===== src/trft_pkg.sv =====
package trft_pkg;

    // Fixed formats of the datapath.
    localparam int SAMPLE_BITS  = 16;
    localparam int CORDIC_STEPS = 16;
    localparam int CNT_W        = 5;
    localparam int CW           = 36;  // CORDIC x and y width
    localparam int ZW           = 34;  // CORDIC angle width
    localparam int MW           = 33;  // multiplier operand width
    localparam int PW           = 2 * MW;
    localparam int AW           = 68;  // accumulator width

    localparam logic [16:0] Q15_ONE = 17'd32768;
    localparam logic signed [CW-1:0] GAIN_INV_Q30 = 36'sd652032874;
    localparam logic signed [ZW-1:0] QUARTER_TURN = 34'sd1073741824;

    // Register indexes of the configuration port.
    localparam logic [2:0] REG_ALPHA     = 3'd0;
    localparam logic [2:0] REG_BETA      = 3'd1;
    localparam logic [2:0] REG_GAMMA     = 3'd2;
    localparam logic [2:0] REG_NAT_STEP  = 3'd3;
    localparam logic [2:0] REG_THRESHOLD = 3'd4;

    typedef enum logic [2:0] {
        ST_IDLE,
        ST_ROT,
        ST_MUL,
        ST_VEC,
        ST_DONE
    } state_t;

    // Multiply steps, issued in this order.
    typedef enum logic [4:0] {
        OP_AD_R, OP_AZ_R, OP_TS_R,
        OP_AD_I, OP_AZ_I, OP_TS_I,
        OP_BP_R, OP_BD_R,
        OP_BP_I, OP_BD_I,
        OP_RR, OP_II,
        OP_IR, OP_RI,
        OP_SS_R, OP_SS_I,
        OP_GA
    } op_t;

    typedef struct packed {
        logic start;
        logic vector;
    } cordic_cmd_t;

    // Arctangent of 2^-i in 2^32 units per turn.
    function automatic logic signed [ZW-1:0] angle_tab(input logic [CNT_W-1:0] i);
        logic signed [ZW-1:0] r;
        unique case (i)
            5'd0:  r = 34'sd536870912;
            5'd1:  r = 34'sd316933406;
            5'd2:  r = 34'sd167458907;
            5'd3:  r = 34'sd85004756;
            5'd4:  r = 34'sd42667331;
            5'd5:  r = 34'sd21354465;
            5'd6:  r = 34'sd10679838;
            5'd7:  r = 34'sd5340245;
            5'd8:  r = 34'sd2670163;
            5'd9:  r = 34'sd1335087;
            5'd10: r = 34'sd667544;
            5'd11: r = 34'sd333772;
            5'd12: r = 34'sd166886;
            5'd13: r = 34'sd83443;
            5'd14: r = 34'sd41722;
            5'd15: r = 34'sd20861;
            5'd16: r = 34'sd10430;
            5'd17: r = 34'sd5215;
            5'd18: r = 34'sd2608;
            5'd19: r = 34'sd1304;
            5'd20: r = 34'sd652;
            5'd21: r = 34'sd326;
            5'd22: r = 34'sd163;
            5'd23: r = 34'sd81;
            default: r = '0;
        endcase
        return r;
    endfunction

    // Round half up by 2^n, then saturate to 32 bits.
    function automatic logic signed [31:0] round_sat32(input logic signed [AW-1:0] v,
                                                       input int n);
        logic signed [AW-1:0] r;
        r = (v + (68'sd1 <<< (n - 1))) >>> n;
        if (r > 68'sd2147483647) begin
            return 32'sh7FFFFFFF;
        end else if (r < -68'sd2147483648) begin
            return 32'sh80000000;
        end
        return r[31:0];
    endfunction

    // Round half up by 2^15, then saturate to 16 bits.
    function automatic logic signed [15:0] round_sat16(input logic signed [CW-1:0] v);
        logic signed [CW-1:0] r;
        r = (v + 36'sd16384) >>> 15;
        if (r > 36'sd32767) begin
            return 16'sh7FFF;
        end else if (r < -36'sd32768) begin
            return 16'sh8000;
        end
        return r[15:0];
    endfunction

endpackage


===== src/trft_mul.sv =====
module trft_mul (
    input  logic                          aclk,
    input  logic signed [trft_pkg::MW-1:0] a,
    input  logic signed [trft_pkg::MW-1:0] b,
    output logic signed [trft_pkg::PW-1:0] p
);

    logic signed [trft_pkg::PW-1:0] p_reg;

    // Registered signed product.
    always_ff @(posedge aclk) begin
        p_reg <= a * b;
    end

    assign p = p_reg;

endmodule


===== config.mk =====
export PLATFORM = sky130hd
export DESIGN_NAME = trft_mul
export DESIGN_NICKNAME = d
export VERILOG_FILES = /design/src/trft_pkg.sv /design/src/trft_mul.sv
export SDC_FILE = /design/constraint.sdc
export NUM_CORES = 2
export LEC_CHECK = 0
export ABC_AREA = 1
export ABC_CLOCK_PERIOD_IN_PS = 16800
export BUFFER_PORTS_ARGS = -buffer_cell sky130_fd_sc_hd__buf_2
export CAP_MARGIN = 20
export CORE_MARGIN = 2
export CORE_UTILIZATION = 54
export DETAILED_ROUTE_END_ITERATION = 8
export PLACE_DENSITY_LB_ADDON = 0.15
export RECOVER_POWER = 50
export SETUP_SLACK_MARGIN = 0.1
export SYNTH_ARGS = -nofsm -noshare
export SYNTH_HDL_FRONTEND = slang
export SYNTH_SLANG_ARGS = --single-unit
export TNS_END_PERCENT = 20

===== constraint.sdc =====
create_clock -name aclk -period 16.8 [get_ports aclk]
set_input_delay 1.68 -clock aclk [delete_from_list [all_inputs] [get_ports aclk]]
set_output_delay 1.68 -clock aclk [all_outputs]
set_load 0.03 [all_outputs]

## Yosys cells after proc, flatten, opt, wreduce, memory -nomap -nowiden

Cells that the tools add are included.

- $mul: 1

Operators by type and width:

| kind | count |
|---|---|
| 33-bit by 33-bit multiplier with 66-bit output | 1 |

- Input port bits: 67
- Word-level logic and storage cells: 2
- Bits in registers: 66
- Output and inout port bits: 66

## Longest topological paths before layout

- Depth in word-level cells: 1
- Depth in mapped cells: 34

## Worst setup path before layout

OpenSTA, ideal clock, no wires.

- Kind: input to register
- Start point: input port a[32] in the netlist's numbering
- End point: register p_reg (netlist bit p[60])
- Stages: 23
- Data required time: 16.687 ns
- Path slack: 8.364 ns
- Arrival: 8.323 ns
- Cells stage by stage: clkbuf_1 > clkbuf_1 > nand2_1 > inv_1 > fa_1 > fa_1 > fa_1 > fa_1 > inv_1 > fa_1 > fa_1 > fa_1 > fa_1 > inv_1 > ha_1 > nand2_1 > nor2_1 > inv_1 > nor3_1 > nand2_1 > and2_0 > nand4_1 > nand2_1

- Word-level cells in the longest chain between the ends: 1

RTL lines:

| element | RTL line | source |
|---|---|---|
| start: declaration | trft_mul.sv:3 | `input logic signed [trft_pkg::MW-1:0] a,` |
| 33-bit by 33-bit multiplier with 66-bit output | trft_mul.sv:12 | `p_reg <= a * b;` |
| end signal: assignment | trft_mul.sv:12 |  |
| end: declaration | trft_mul.sv:8 | `logic signed [trft_pkg::PW-1:0] p_reg;` |

Every way passes these cells.

## Final worst setup path

- Start point: input port b[0] in the netlist's numbering
- End point: register p_reg (netlist bit p[57])

- Word-level cells in the longest chain between the ends: 1

RTL lines:

| element | RTL line | source |
|---|---|---|
| start: declaration | trft_mul.sv:4 | `input logic signed [trft_pkg::MW-1:0] b,` |
| 33-bit by 33-bit multiplier with 66-bit output | trft_mul.sv:12 |  |

Every way passes these cells.

==> summary.txt <==
Routing
  – Total number of vias: 32,262
  – DR vias/cell: 4.97
  – WL final: 115,000 um
  – Drt pass-1 iters: 5
  – Number of antenna-violating nets in the routed design: 0
  – Post-route DRC violation count: 0
  – Starting DRT DRC Count: 1,871
  – WL per Instance: 17.7 um

Status
  – Status: complete, but fails checks
  – Failing checks: capacitance limit, slew limit

Synthesis
  – Post-Synthesis Mean Instance Area: 7.79 um^2
  – Share of async-settable or async-resettable flops after synthesis: 0%
  – Number of distinct library cell variants in the gate-level netlist after synthesis: 35
  – Synthesized instance count: 5,543
  – Yosys warning total: 0
  – Proportion of synthesized chip area in sequential cells: 3.06%
  – Dominant synthesized flop cell: sky130_fd_sc_hd__dfxtp_1
  – Nets in the synthesized netlist: 6,972
  – Post-synthesis instance area: 0.0432 mm^2
  – Seq cells post-synth: 66
  – Number of enable-type register cells in the synthesized netlist: 0

Place
  – Post-DP Area: 0.0442 mm^2
  – Buffers on Ports: 132
  – Post-Place Cells: 6,473
  – DP HPWL: 97,200 um
  – Routability cong.: 0.955

STA
  – Highest achievable clock rate: 0.102 GHz
  – Final-report setup violation count: 0
  – Final critical delay including setup and external delays: 9.81 ns
  – Final Max Slew Viols: 34
  – Worst rel slew slack: -13.1%
  – Unrepaired setup endpoints after global routing: no
  – Fin crit share: 58.4%
  – Worst Tran Pin Value: 1.70 ns
  – Final-layout setup total negative slack: 0 ns
  – Final hold violation count: 0

Layout
  – Flip-flop count of the largest register after layout: 66
  – Share of final-layout standard cells stronger than drive strength 1: 2.83%
  – Final standard cell count with taps included and fillers excluded: 6,492
  – Post-route cell area: 0.0445 mm^2
  – Util after Layout: 56.3%
  – Layout Area Growth over Synthesis: 3.12%
  – Count of nets after finishing: 6,865

GRT
  – Total congestion overflow after global routing: 0
  – Gr usage total: 29.9%
  – Via count of the first global-routing pass: 35,719
  – Maximum number of pins on one net before global-route repair: 35
  – Wire length of the first global-routing pass: 191,000 um
  – Antenna violations before repair: 7

Worst setup path
  – Buffers & Inverters on Critical Path: 4
  – Startpoint type of the worst setup path: input port
  – Critical Path Sink Type: register
  – Cell with the largest stage delay on the worst path: sky130_fd_sc_hd__fa_1
  – Crit path cell chain: clkbuf_1 > nand2_1 > inv_1 > fa_1 > fa_1 > fa_1 > fa_1 > fa_1 > fa_1 > fa_1 > inv_1 > fa_1 > inv_1 > ha_1 > nand2_1 > nor2_1 > nand3_1 > nor2_1 > o21ai_0 > nand4_1 > nand2_1
  – Worst EP arrival: 10.05 ns
  – Top cell family by delay on the critical path: adder cells
  – Crit Path Category: in -> reg
  – Most used cell along the critical path: sky130_fd_sc_hd__fa_1
  – Origin of the worst setup path: b[0]
  – Worst-path fanout max: 33
  – Crit path largest cell delay: 1.24 ns
  – Worst path required time: 17.04 ns

CTS
  – TritonCTS Buffers: 9
  – H-tree level count: 3
  – Clock-pin transition on the worst setup and hold timing paths: 0.07 ns
  – TritonCTS clock tree: yes
  – Count of cells resized by post-cts repair: 0
  – Sinks on the clock net: 66
  – Buffers inserted during post-CTS setup optimization: 0
  – Clock Path Buffers: 2
  – CTS Hold Buffers Added: 0
  – Buffer type at the clock tree root: sky130_fd_sc_hd__clkbuf_16

Die
  – Starting density of the core: 54.6%
  – Core box area: 0.0791 mm^2
  – DIE AREA: 0.0822 mm^2
  – Overall die height: 287 um
  – Chip Width: 287 um
  – Top-level I/O count: 133
  – Core Rows: 103

Flow run
  – Max-cap viol count: 1

Worst hold path
  – Hold path startpoint: a[0]
  – Type of the most critical hold path: in -> reg
final cells by class:
| type | count | area, um^2 |
|---|---|---|
| fill | 7518 | 34600 |
| multi-input combinational | 3319 | 33800 |
| inverter | 1895 | 7110 |
| sequential | 66 | 1320 |
| tap | 1050 | 1310 |
| timing repair buffer | 145 | 714 |
| clock buffer | 12 | 236 |
| clock inverter | 3 | 65.1 |
| antenna | 2 | 5.00 |
stage by stage:
step	setup slack [ns]	hold slack [ns]
6_report	6.99	1.93
5_1_grt	6.36	1.93
4_1_cts	7.67	1.91
3_5_place_dp	7.32	2.11
3_3_place_gp	7.40	2.12
2_1_floorplan	8.36	1.94
cells by family after synthesis:
logic type | after synthesis | share of synthesized area (%)
flops | 66 | 3.06
xor+xnor | 41 | 0.832
compound gates | 106 | 1.38
simple gates | 1810 | 16.6
fa+ha+maj | 1362 | 59.4
buf+inv | 2158 | 18.8
final timing paths:
| kind | end | slack, ns | cells after the start |
|---|---|---|---|
| setup / recovery | p[57] | 6.99 | 21 |
| hold / removal | p[0] | 1.93 | 4 |
placed cells by master (no fill, tap or decap), drive strengths merged:
cell type  netlist  final
a21oi           65     65
clkbuf         262     78
xor2            37     37
nand3b           3      3
nand2         1534   1534
xnor2            4      4
dfxtp           66     66
nand3           78     78
fa            1145   1145
nor2           154    154
diode            0      2
inv           1895   1895
a21o             2      2
clkinv           0      1
and2             3      3
o21a             1      1
nor3             8      8
nand4           19     19
buf              1     79
a21boi           1      1
nor4             5      5
or2              6      6
bufinv           0      2
o21ai           23     23
ha             217    217
o21bai          14     14
cell usage after synthesis, drive strengths merged (8+ instances only):
cell | number | area share (%)
o21bai | 14 | 0.24
o21ai | 23 | 0.28
nand2 | 1534 | 13
clkbuf | 262 | 2.3
xor2 | 37 | 0.75
nor2 | 154 | 1.5
nand3 | 78 | 1.0
a21oi | 65 | 0.79
nand4 | 19 | 0.28
dfxtp | 66 | 3.1
fa | 1145 | 53
nor3 | 8 | 0.10
inv | 1895 | 16
ha | 217 | 6.3
layer usage:
| metal | global-route usage, % | up-vias | part of all wire [%] |
|---|---|---|---|
| li1 | - | 14769 | - |
| met1 | 38.9 | 16317 | 41 |
| met2 | 54.0 | 970 | 51 |
| met3 | 2.66 | 194 | 5.3 |
| met4 | 7.51 | 12 | 3.1 |
| met5 | 0 | - | 0.061 |
Power is left out: the tool's default activity adds up to more than one toggle a clock period on the data nets, which glitch-free logic cannot reach.
