--- src/trft_pkg.sv ---
package trft_pkg;

    // Fixed formats of the datapath.
    localparam int SAMPLE_BITS  = 16;
    localparam int CORDIC_STEPS = 16;
    localparam int CNT_W        = 5;
    localparam int CW           = 36;  // CORDIC x and y width
    localparam int ZW           = 34;  // CORDIC angle width
    localparam int MW           = 33;  // multiplier operand width
    localparam int PW           = 2 * MW;
    localparam int AW           = 68;  // accumulator width

    localparam logic [16:0] Q15_ONE = 17'd32768;
    localparam logic signed [CW-1:0] GAIN_INV_Q30 = 36'sd652032874;
    localparam logic signed [ZW-1:0] QUARTER_TURN = 34'sd1073741824;

    // Register indexes of the configuration port.
    localparam logic [2:0] REG_ALPHA     = 3'd0;
    localparam logic [2:0] REG_BETA      = 3'd1;
    localparam logic [2:0] REG_GAMMA     = 3'd2;
    localparam logic [2:0] REG_NAT_STEP  = 3'd3;
    localparam logic [2:0] REG_THRESHOLD = 3'd4;

    typedef enum logic [2:0] {
        ST_IDLE,
        ST_ROT,
        ST_MUL,
        ST_VEC,
        ST_DONE
    } state_t;

    // Multiply steps, issued in this order.
    typedef enum logic [4:0] {
        OP_AD_R, OP_AZ_R, OP_TS_R,
        OP_AD_I, OP_AZ_I, OP_TS_I,
        OP_BP_R, OP_BD_R,
        OP_BP_I, OP_BD_I,
        OP_RR, OP_II,
        OP_IR, OP_RI,
        OP_SS_R, OP_SS_I,
        OP_GA
    } op_t;

    typedef struct packed {
        logic start;
        logic vector;
    } cordic_cmd_t;

    // Arctangent of 2^-i in 2^32 units per turn.
    function automatic logic signed [ZW-1:0] angle_tab(input logic [CNT_W-1:0] i);
        logic signed [ZW-1:0] r;
        unique case (i)
            5'd0:  r = 34'sd536870912;
            5'd1:  r = 34'sd316933406;
            5'd2:  r = 34'sd167458907;
            5'd3:  r = 34'sd85004756;
            5'd4:  r = 34'sd42667331;
            5'd5:  r = 34'sd21354465;
            5'd6:  r = 34'sd10679838;
            5'd7:  r = 34'sd5340245;
            5'd8:  r = 34'sd2670163;
            5'd9:  r = 34'sd1335087;
            5'd10: r = 34'sd667544;
            5'd11: r = 34'sd333772;
            5'd12: r = 34'sd166886;
            5'd13: r = 34'sd83443;
            5'd14: r = 34'sd41722;
            5'd15: r = 34'sd20861;
            5'd16: r = 34'sd10430;
            5'd17: r = 34'sd5215;
            5'd18: r = 34'sd2608;
            5'd19: r = 34'sd1304;
            5'd20: r = 34'sd652;
            5'd21: r = 34'sd326;
            5'd22: r = 34'sd163;
            5'd23: r = 34'sd81;
            default: r = '0;
        endcase
        return r;
    endfunction

    // Round half up by 2^n, then saturate to 32 bits.
    function automatic logic signed [31:0] round_sat32(input logic signed [AW-1:0] v,
                                                       input int n);
        logic signed [AW-1:0] r;
        r = (v + (68'sd1 <<< (n - 1))) >>> n;
        if (r > 68'sd2147483647) begin
            return 32'sh7FFFFFFF;
        end else if (r < -68'sd2147483648) begin
            return 32'sh80000000;
        end
        return r[31:0];
    endfunction

    // Round half up by 2^15, then saturate to 16 bits.
    function automatic logic signed [15:0] round_sat16(input logic signed [CW-1:0] v);
        logic signed [CW-1:0] r;
        r = (v + 36'sd16384) >>> 15;
        if (r > 36'sd32767) begin
            return 16'sh7FFF;
        end else if (r < -36'sd32768) begin
            return 16'sh8000;
        end
        return r[15:0];
    endfunction

endpackage

--- src/trft_cordic.sv ---
module trft_cordic (
    input  logic                           aclk,
    input  logic                           aresetn,
    input  trft_pkg::cordic_cmd_t          cmd,
    input  logic signed [trft_pkg::CW-1:0] x0,
    input  logic signed [trft_pkg::CW-1:0] y0,
    input  logic signed [trft_pkg::ZW-1:0] z0,
    output logic                           done,
    output logic signed [trft_pkg::CW-1:0] x,
    output logic signed [trft_pkg::CW-1:0] y,
    output logic signed [trft_pkg::ZW-1:0] z
);

    logic signed [trft_pkg::CW-1:0] x_reg, y_reg, x_next, y_next, xs, ys;
    logic signed [trft_pkg::ZW-1:0] z_reg, z_next, ang;
    logic [trft_pkg::CNT_W-1:0]     cnt_reg;
    logic                           busy_reg, vec_reg, done_reg, dir;

    // One micro-rotation per cycle; the direction follows z when rotating
    // and the sign of y when vectoring.
    always_comb begin
        xs  = x_reg >>> cnt_reg;
        ys  = y_reg >>> cnt_reg;
        ang = trft_pkg::angle_tab(cnt_reg);
        dir = vec_reg ? y_reg[trft_pkg::CW-1] : ~z_reg[trft_pkg::ZW-1];
        if (dir) begin
            x_next = x_reg - ys;
            y_next = y_reg + xs;
            z_next = z_reg - ang;
        end else begin
            x_next = x_reg + ys;
            y_next = y_reg - xs;
            z_next = z_reg + ang;
        end
    end

    always_ff @(posedge aclk) begin
        if (!aresetn) begin
            busy_reg <= 1'b0;
            done_reg <= 1'b0;
            cnt_reg  <= '0;
        end else begin
            done_reg <= 1'b0;
            if (cmd.start) begin
                busy_reg <= 1'b1;
                cnt_reg  <= '0;
            end else if (busy_reg) begin
                cnt_reg <= cnt_reg + 1'b1;
                if (cnt_reg == trft_pkg::CNT_W'(trft_pkg::CORDIC_STEPS - 1)) begin
                    busy_reg <= 1'b0;
                    done_reg <= 1'b1;
                end
            end
        end
    end

    // Working registers.
    always_ff @(posedge aclk) begin
        if (cmd.start) begin
            x_reg   <= x0;
            y_reg   <= y0;
            z_reg   <= z0;
            vec_reg <= cmd.vector;
        end else if (busy_reg) begin
            x_reg <= x_next;
            y_reg <= y_next;
            z_reg <= z_next;
        end
    end

    assign done = done_reg;
    assign x    = x_reg;
    assign y    = y_reg;
    assign z    = z_reg;

endmodule

--- config.mk ---
export PLATFORM = sky130hd
export DESIGN_NAME = trft_cordic
export DESIGN_NICKNAME = d
export VERILOG_FILES = /design/src/trft_pkg.sv /design/src/trft_cordic.sv
export SDC_FILE = /design/constraint.sdc
export NUM_CORES = 1
export LEC_CHECK = 0
export ABC_AREA = 1
export BUFFER_PORTS_ARGS = -buffer_cell sky130_fd_sc_hd__buf_2
export CAP_MARGIN = 10
export CORE_UTILIZATION = 45
export DETAILED_ROUTE_END_ITERATION = 8
export GPL_TIMING_DRIVEN = 0
export PLACE_DENSITY = 0.63
export REMOVE_ABC_BUFFERS = 1
export SLEW_MARGIN = 20
export SYNTH_ARGS = -nofsm -noshare
export SYNTH_HDL_FRONTEND = slang
export SYNTH_SLANG_ARGS = --single-unit
export TNS_END_PERCENT = 5
--- constraint.sdc ---
create_clock -name aclk -period 11.1 [get_ports aclk]
set_input_delay 0.555 -clock aclk [delete_from_list [all_inputs] [get_ports aclk]]
set_output_delay 0.555 -clock aclk [all_outputs]
set_load 0.1 [all_outputs]
Word-level counts from Yosys, hierarchy flattened
Memory sizes are Yosys's and may differ from the RTL's. A register that Yosys moved wholly into a read port is not among the register bits.
Index checks and enable logic that the tools add are counted.
{"block": "classes", "shifts": 2, "mux": 16, "reduce_logical": 3, "n_eq_ne": 1, "add_sub_neg": 7, "n_bitwise": 3}
{"cell": "36-bit 2-to-1 mux", "n": 6}
{"cell": "34-bit 2-to-1 mux", "n": 3}
{"cell": "36-bit adder", "n": 2}
{"cell": "36-bit by 5-bit >>> shifter with 36-bit output", "n": 2}
{"cell": "36-bit subtractor", "n": 2}
{"cell": "34-bit adder", "n": 1}
{"cell": "34-bit subtractor", "n": 1}
{"cell": "5-bit 2-to-1 mux", "n": 2}
{"cell": "5-bit by 1-bit adder with 5-bit output, second input constant", "n": 1}
{"cell": "5-bit by 4-bit == test with 1-bit output, second input constant", "n": 1}
{"cell": "1-bit 2-to-1 mux", "n": 5}
{"cell": "1-bit NOT", "n": 3}
{"cell": "3-bit OR reduction", "n": 1}
{"cell": "2-bit nonzero test", "n": 1}
{"cell": "2-bit OR reduction", "n": 1}
{"block": "word_totals", "n_memories": 1, "wordCells": 40, "output_inout_bits": 107, "reg_bits": 114, "inputBits": 110, "mem_bits_ro": 960}
{"memory": "(name not given)", "words": 32, "word_bits": 30, "rd": 1, "rd_clocked_by_memory_dff": 1, "wr": 0, "line_no": "trft_pkg.sv:52", "source": "unique case (i)"}

Longest topological paths before layout
Gate-level depths: netlist of the first run.
{"block": "depth", "word_depth": 5, "ltp_mapped": 35, "ltp_nobuf": 33}

Least setup slack after synthesis of the first run
OpenSTA, ideal clock, no wires.
{"block": "synth_timing", "path_type": "register to register", "from": "register y_reg (netlist bit y[35])", "to": "register x_reg (netlist bit x[21]), data pin", "period_less_slack_ns": 4.322, "setup_time_ns": 0.254, "t_arrival_ns": 4.068, "path_slack_ns": 6.778, "required_ns": 10.846, "stages_incl_launch_ff": 23, "cell_sequence": "edfxtp_1 -> clkbuf_1 -> inv_1 -> nand2_1 -> o21a_1 -> clkbuf_1 -> buf_1 -> nor2_1 -> xor2_1 -> ha_1 -> a21oi_1 -> o21ai_0 -> nand3_1 -> nand2_1 -> nand2_1 -> nand2_1 -> a21oi_1 -> o21ai_0 -> a21boi_0 -> inv_1 -> or2_2 -> nand3_1 -> nand2_1"}
{"block": "synth_via", "elab_chain_cells": 5, "elab_cells_between_ends": 7}
{"element": "start, declared", "line_no": "trft_cordic.sv:14", "source": "logic signed [trft_pkg::CW-1:0] x_reg, y_reg, x_next, y_next, xs, ys;"}
{"element": "start signal, assigned", "line_no": "trft_cordic.sv:61", "source": "y_reg <= y0;"}
{"element": "start signal, assigned", "line_no": "trft_cordic.sv:66", "source": "y_reg <= y_next;"}
{"element": "36-bit by 5-bit >>> shifter with 36-bit output", "line_no": "trft_cordic.sv:23", "source": "ys = y_reg >>> cnt_reg;"}
{"element": "36-bit adder or 36-bit subtractor (tied branches)", "line_no": "trft_cordic.sv:31, trft_cordic.sv:27"}
{"element": "36-bit 2-to-1 mux *", "line_no": "trft_cordic.sv:26", "source": "if (dir) begin"}
{"element": "36-bit 2-to-1 mux *", "line_no": "trft_cordic.sv:64", "source": "end else if (busy_reg) begin"}
{"element": "36-bit 2-to-1 mux *", "line_no": "trft_cordic.sv:59", "source": "if (cmd.start) begin"}
{"element": "end signal, assigned", "line_no": "trft_cordic.sv:65", "source": "x_reg <= x_next;"}
{"element": "end, declared", "line_no": "trft_cordic.sv:14"}
Mark *: on every way between the ends. The rest lies on a longest branch, timed or not. The select of a mux whose other input is x is not followed.
A chain may end at the register's enable or synchronous reset.

Worst setup path after layout of the first run
{"block": "layout_timing", "from": "register cnt_reg[1] (netlist bit)", "to": "register y_reg (netlist bit y[35]), data pin"}
{"block": "layout_via", "elab_chain_cells": 5, "elab_cells_between_ends": 6}
{"element": "start, declared", "line_no": "trft_cordic.sv:16", "source": "logic [trft_pkg::CNT_W-1:0] cnt_reg;"}
{"element": "start signal, assigned", "line_no": "trft_cordic.sv:48", "source": "cnt_reg <= cnt_reg + 1'b1;"}
{"element": "36-bit by 5-bit >>> shifter with 36-bit output *", "line_no": "trft_cordic.sv:22", "source": "xs = x_reg >>> cnt_reg;"}
{"element": "36-bit subtractor or 36-bit adder (tied branches)", "line_no": "trft_cordic.sv:32, trft_cordic.sv:28"}
{"element": "36-bit 2-to-1 mux *", "line_no": "trft_cordic.sv:26"}
{"element": "36-bit 2-to-1 mux *", "line_no": "trft_cordic.sv:64"}
{"element": "36-bit 2-to-1 mux *", "line_no": "trft_cordic.sv:59"}
Marked as above.

==> impl_metrics.toml, run 1 <==
[run_status]
run_status = "complete, no violations"

[drt]
post_drt_antenna_nets = 0
drc = 0
num_vias = 21200
drt_iter0_drc = 2158
vias_per_cell = 5.70
detailed_route_wire_length_per_cell_um = 18.6
wirelength_um = 69400
drtPass1Iterations = 7

[setup_path]
critical_path.slowest_cell = "nor4_1"
crit_path_max_fanout = 71
most_frequent_cell_on_the_critical_path = "nand3_1"
critical_path_arrival_ns = 6.73
cp.required_ns = 11.35
setup.worst_path.start_class = "flop"
max_stage_delay_ns = 0.86
worst-setup-path-type = "reg -> reg"
cp-end-kind = "flop"

[cells_and_area]
postLayoutCoreUtil_pct = 51.1
finalNetCount = 3414
antenna_cells_inserted = 0
multi_input_comb_area_sq_mm = 0.0130
commonest_non_fill_non_tap_cells_in_the_layout = "nand2_1, nand3_1, inv_1"
layout.area.seq_sq_mm = 0.00397
drive_gt1_share_pct = 11.5
flow.area_growth_from_synthesis_pct = 10.9
n_fill_cell = 4373
final_common_cell = "nand2_1"

[placed_design]
placement.setup.worst_slack_ns = 4.87
port_buffers = 216
place.gp.congestion = 1.02
estimated_wirelength_of_the_detail_placed_design_um = 55300

[global_routing]
remaining_overflow_grt = 0
wire_length_of_the_first_global_routing_pass_um = 107000
grt_max_degree = 81
grt_antenna_before_repair = 0
gr-usage-all-layers_pct = 32.9
grt_pass1_vias = 19500

[floorplanning]
floorplan.io_pins = 217
fp.dieH_um = 205
die_area_sq_mm = 0.0420
floorplan.core_area_sq_mm = 0.0402
start_util_pct = 46.1
die_w_um = 205
rows = 73

[synthesis]
yosysUniqueCellTypes = 53
synthesis.yosys.warnings = 0
ys_async_sr_fraction_pct = 0
synth-main-ff-cell = "edfxtp_1"
post_syn_area_per_cell_sq_um = 6.06
synth_cells = 3059
register_bit_count_reported_by_yosys = 144
synth_area_sq_mm = 0.0185
number_of_enable_type_register_cells_in_the_synthesized_netlist = 107
ys_seq_area_share_pct = 21.3

[cts]
tritoncts = "yes"
insertion_delay_ns = 0.49
ctsLongestPathBuffers = 2
cts_inserted_buffers = 17
ctsHoldBuffers = 0
clk_pin_slew_worst_paths_ns = 0.07
clkSinkCount = 144
post_cts_resized = 0
total_number_of_h_tree_levels = 4
cts_post_setup_buffers_inserted = 0
cts_root_buffer = "clkbuf_16"

[timing]
finalWorstSetupSlack_ns = 4.62
timing.max_slew.rel_slack_pct = 29.2
hold_violations = 0
totalNegativeSetupSlack_ns = 0
unrepaired_setup_endpoints_after_global_routing = "no"
timing.clock.skew_ns = 0.00845
layout_worst_path_cycle_share_pct = 58.3
worst_slew_pin_slew_ns = 1.05
period_minus_slack_ns = 6.48
max_freq_mhz = 154
timing_max_transition_violations_final = 0
setup-violations-final = 0

[job]
max_capacitance_violation_total = 0

[min_path]
hold_crit_path_type = "in -> reg"
==> synthesized netlist by cell type, types with 9 or more instances <==
master    count  share of area, %
o21bai_1     12              0.49
o21ai_1      18              0.49
buf_6         9              0.55
buf_2        37               1.0
o221ai_1     11              0.52
ha_1        115               7.8
nand4_1      24              0.81
nor3_1       28              0.76
nand2_1     984                20
or2_2        60               2.0
clkbuf_1     54               1.1
nand3_1     517                14
nand2_2      11              0.37
xor2_1       76               3.6
inv_1       254               5.1
o21ai_0     137               3.7
a21oi_1     149               4.0
edfxtp_1    107                17
dfxtp_1      37               4.0
buf_1        13              0.26
nor2_1      221               4.5
a31oi_1      18              0.61
nor2_2       10              0.34
nor4_1       12              0.41
a21o_1       24              0.97
xnor2_1      33               1.6
==> cell families (layout without fill, tap and decap cells) <==
group                      Yosys count  in the layout  synth area share, %
and+or+nand+nor                   1889           1889                 44.1
adders and majority gates          118            118                 8.09
xor gates and xnor gates           109            109                 5.15
buffers and inverters              380            520                 8.42
DFF                                144            144                 21.3
AOI/OAI and AO/OA                  419            419                 12.9
==> metal layers <==
metal / track usage [%] / vias up / wire, um
met4: 7.91 / 0 / 1450
met1: 43.9 / 9838 / 31000
met3: 5.07 / 93 / 4400
met5: 0 / - / 0
li1: - / 10500 / -
met2: 55.2 / 751 / 32500
==> metrics by stage <==
stage / instance area, sq um / std cells / hold slack, ns
after floorplan: 18000 / 2942 / 0.490
after global placement: 19700 / 3683 / 0.573
after detailed placement: 20000 / 3692 / 0.565
after CTS: 20500 / 3724 / 0.248
after global routing: 20500 / 3724 / 0.262
final: 20500 / 3724 / 0.286
==> critical path: cells and delay by family, from the launching register on <==
| kind | cells | cell delay [ns] |
|---|---|---|
| and+or+nand+nor | 18 | 3.09 |
| buffers and inverters | 6 | 1.07 |
| AOI/OAI and AO/OA | 3 | 0.80 |
| adders and majority gates | 2 | 0.55 |
| DFF | 1 | 0.44 |
| xor gates and xnor gates | 1 | 0.15 |
==> worst paths after layout <==
path                                     endpoint                    start  depth (start not counted)  slack (ns)
worst max-delay path              y[35]$_DFFE_PP_  cnt_reg[1]$_SDFFE_PP0P_                         30        4.62
worst min-delay path            vec_reg$_DFFE_PP_                   cmd[0]                          1        0.29
worst max register to register    y[35]$_DFFE_PP_  cnt_reg[1]$_SDFFE_PP0P_                         30        4.62
worst min register to register    done$_SDFF_PP0_      busy_reg$_SDFF_PN0_                          2        0.59
==> final cells by class <==
| class | count | area share [%] |
|---|---|---|
| clock buffers | 18 | 2.19 |
| clock inverters | 14 | 0.682 |
| inverters | 263 | 4.91 |
| multi-input cells | 2535 | 63.4 |
| flip-flops and latches | 144 | 19.3 |
| well taps | 525 | 3.20 |
| repair buffers | 225 | 6.35 |
Power of run 1 is left out: the tool's default activity adds up to more than one toggle a clock period on the data nets, which glitch-free logic cannot reach.
==> inputs of run 2 (changes only) <==
==> constraint.sdc (replaced) <==
create_clock -name aclk -period 6.1 [get_ports aclk]
set_input_delay 0.305 -clock aclk [delete_from_list [all_inputs] [get_ports aclk]]
set_output_delay 0.305 -clock aclk [all_outputs]
set_load 0.1 [all_outputs]
==> impl_metrics.toml, run 2 (synthesized netlist as in run 1, its figures left out) <==
[min_path]
hold_crit_path_type = "in -> reg"

[timing]
max_freq_mhz = 177
timing.clock.skew_ns = 0.0103
layout_worst_path_cycle_share_pct = 92.6
unrepaired_setup_endpoints_after_global_routing = "no"
period_minus_slack_ns = 5.65
finalWorstSetupSlack_ns = 0.453
worst_slew_pin_slew_ns = 1.03
timing.max_slew.rel_slack_pct = 30.7
setup-violations-final = 0
timing_max_transition_violations_final = 0
hold_violations = 0
fin_worst_hold_slack_ns = 0.0750

[cts]
tritoncts = "yes"
clkSinkCount = 144
ctsLongestPathBuffers = 2
cts_inserted_buffers = 17
insertion_delay_ns = 0.50
total_number_of_h_tree_levels = 4
clk_pin_slew_worst_paths_ns = 0.07
cts_root_buffer = "clkbuf_16"

[setup_path]
worst_setup_path_startpoint = "cnt_reg[1]$_SDFFE_PP0P_"
crit_path_max_fanout = 71
cp-end-kind = "flop"
worst-setup-path-type = "reg -> reg"
setup.worst_path.start_class = "flop"
cp.required_ns = 6.35
ff2ff_setup_slack_ns = 0.45
most_frequent_cell_on_the_critical_path = "nand2_1"
critical_path.slowest_cell = "dfxtp_4"
rr_startpoint = "cnt_reg[1]$_SDFFE_PP0P_"
critical_path_arrival_ns = 5.90
timing.critical_path.to = "y[35]$_DFFE_PP_"
reg2reg_to = "y[35]$_DFFE_PP_"
reg2regPathDepth = 26
max_stage_delay_ns = 0.52

[drt]
vias_per_cell = 5.71
wirelength_um = 69800
drc = 0
detailed_route_wire_length_per_cell_um = 18.7
post_drt_antenna_nets = 0
num_vias = 21300
drt_iter0_drc = 2079
drtPass1Iterations = 6

[global_routing]
wire_length_of_the_first_global_routing_pass_um = 107000
grt_pass1_vias = 19500
gr-usage-all-layers_pct = 32.9
remaining_overflow_grt = 0
grt_max_degree = 81
grt_antenna_before_repair = 0

[floorplanning]
start_util_pct = 46.1
fp.dieH_um = 205
floorplan.core_area_sq_mm = 0.0402
die_area_sq_mm = 0.0420
rows = 73
floorplan.io_pins = 217
die_w_um = 205

[cells_and_area]
final_cells = 3726
finalNetCount = 3416
flow.area_growth_from_synthesis_pct = 11.3
drive_gt1_share_pct = 11.6
final_common_cell = "nand2_1"
antenna_cells_inserted = 0
postLayoutCoreUtil_pct = 51.3
commonest_non_fill_non_tap_cells_in_the_layout = "nand2_1, nand3_1, inv_1"

[placed_design]
place.gp.congestion = 1.02
port_buffers = 216
post-place-cells = 3692
estimated_wirelength_of_the_detail_placed_design_um = 55300
placement.setup.worst_slack_ns = -0.126

[job]
max_capacitance_violation_total = 0

[run_status]
run_status = "complete, no violations"
==> run 2: how the worst min path moves through the flow <==
stage	start	endpoint	slack, ns	depth (start not counted)
finish	y0[10]	y[10]$_DFFE_PP_	0.08	3
CTS	z0[6]	z[6]$_DFFE_PP_	0.04	3
global route	z0[1]	z[1]$_DFFE_PP_	0.06	3
detailed placement	cmd[0]	vec_reg$_DFFE_PP_	0.52	1
floorplan	cmd[0]	vec_reg$_DFFE_PP_	0.40	0
global placement	cmd[0]	vec_reg$_DFFE_PP_	0.52	1
==> run 2: repair_timing <==
action,4_1_cts,5_1_grt
endpoints found under the hold margin,1,0
resized for setup,1,7
endpoints found under the setup margin,1,7
gates cloned,0,0
hold buffers,1,0
buffers inserted,0,1
==> run 2: per-layer routing <==
metal  GRT usage [%]  vias up  share of wire, %
met5               0        -                 0
met4            7.91        0               2.0
met3            5.07       85               6.3
met2            55.3      793                47
met1            43.9     9842                45
li1                -    10500                 -
==> run 2: layout make-up <==
cell class / instances / area [sq um]
clock buffer: 18 / 450
clock inverter: 14 / 140
fill: 4366 / 19600
inverter: 263 / 1020
multi-input combinational: 2535 / 13000
sequential: 144 / 3970
tap: 525 / 657
timing repair buffer: 227 / 1340
==> run 2: worst max-delay path, delay by kind of cell, from the launching register on <==
family,cells,cell delay (ns)
AOI/OAI and AO/OA,4,1.10
xor gates and xnor gates,1,0.21
adders and majority gates,1,0.37
buffers and inverters,4,0.76
DFF,1,0.52
and+or+nand+nor,16,2.37
==> run 2: metrics by stage <==
stage / cell area [sq um] / TNS (ns)
2_1_floorplan: 18000 / 0
3_3_place_gp: 19700 / -117.09
3_5_place_dp: 20000 / -0.126
4_1_cts: 20600 / 0
5_1_grt: 20600 / 0
6_report: 20600 / 0
Power of run 2 is left out for the same reason.
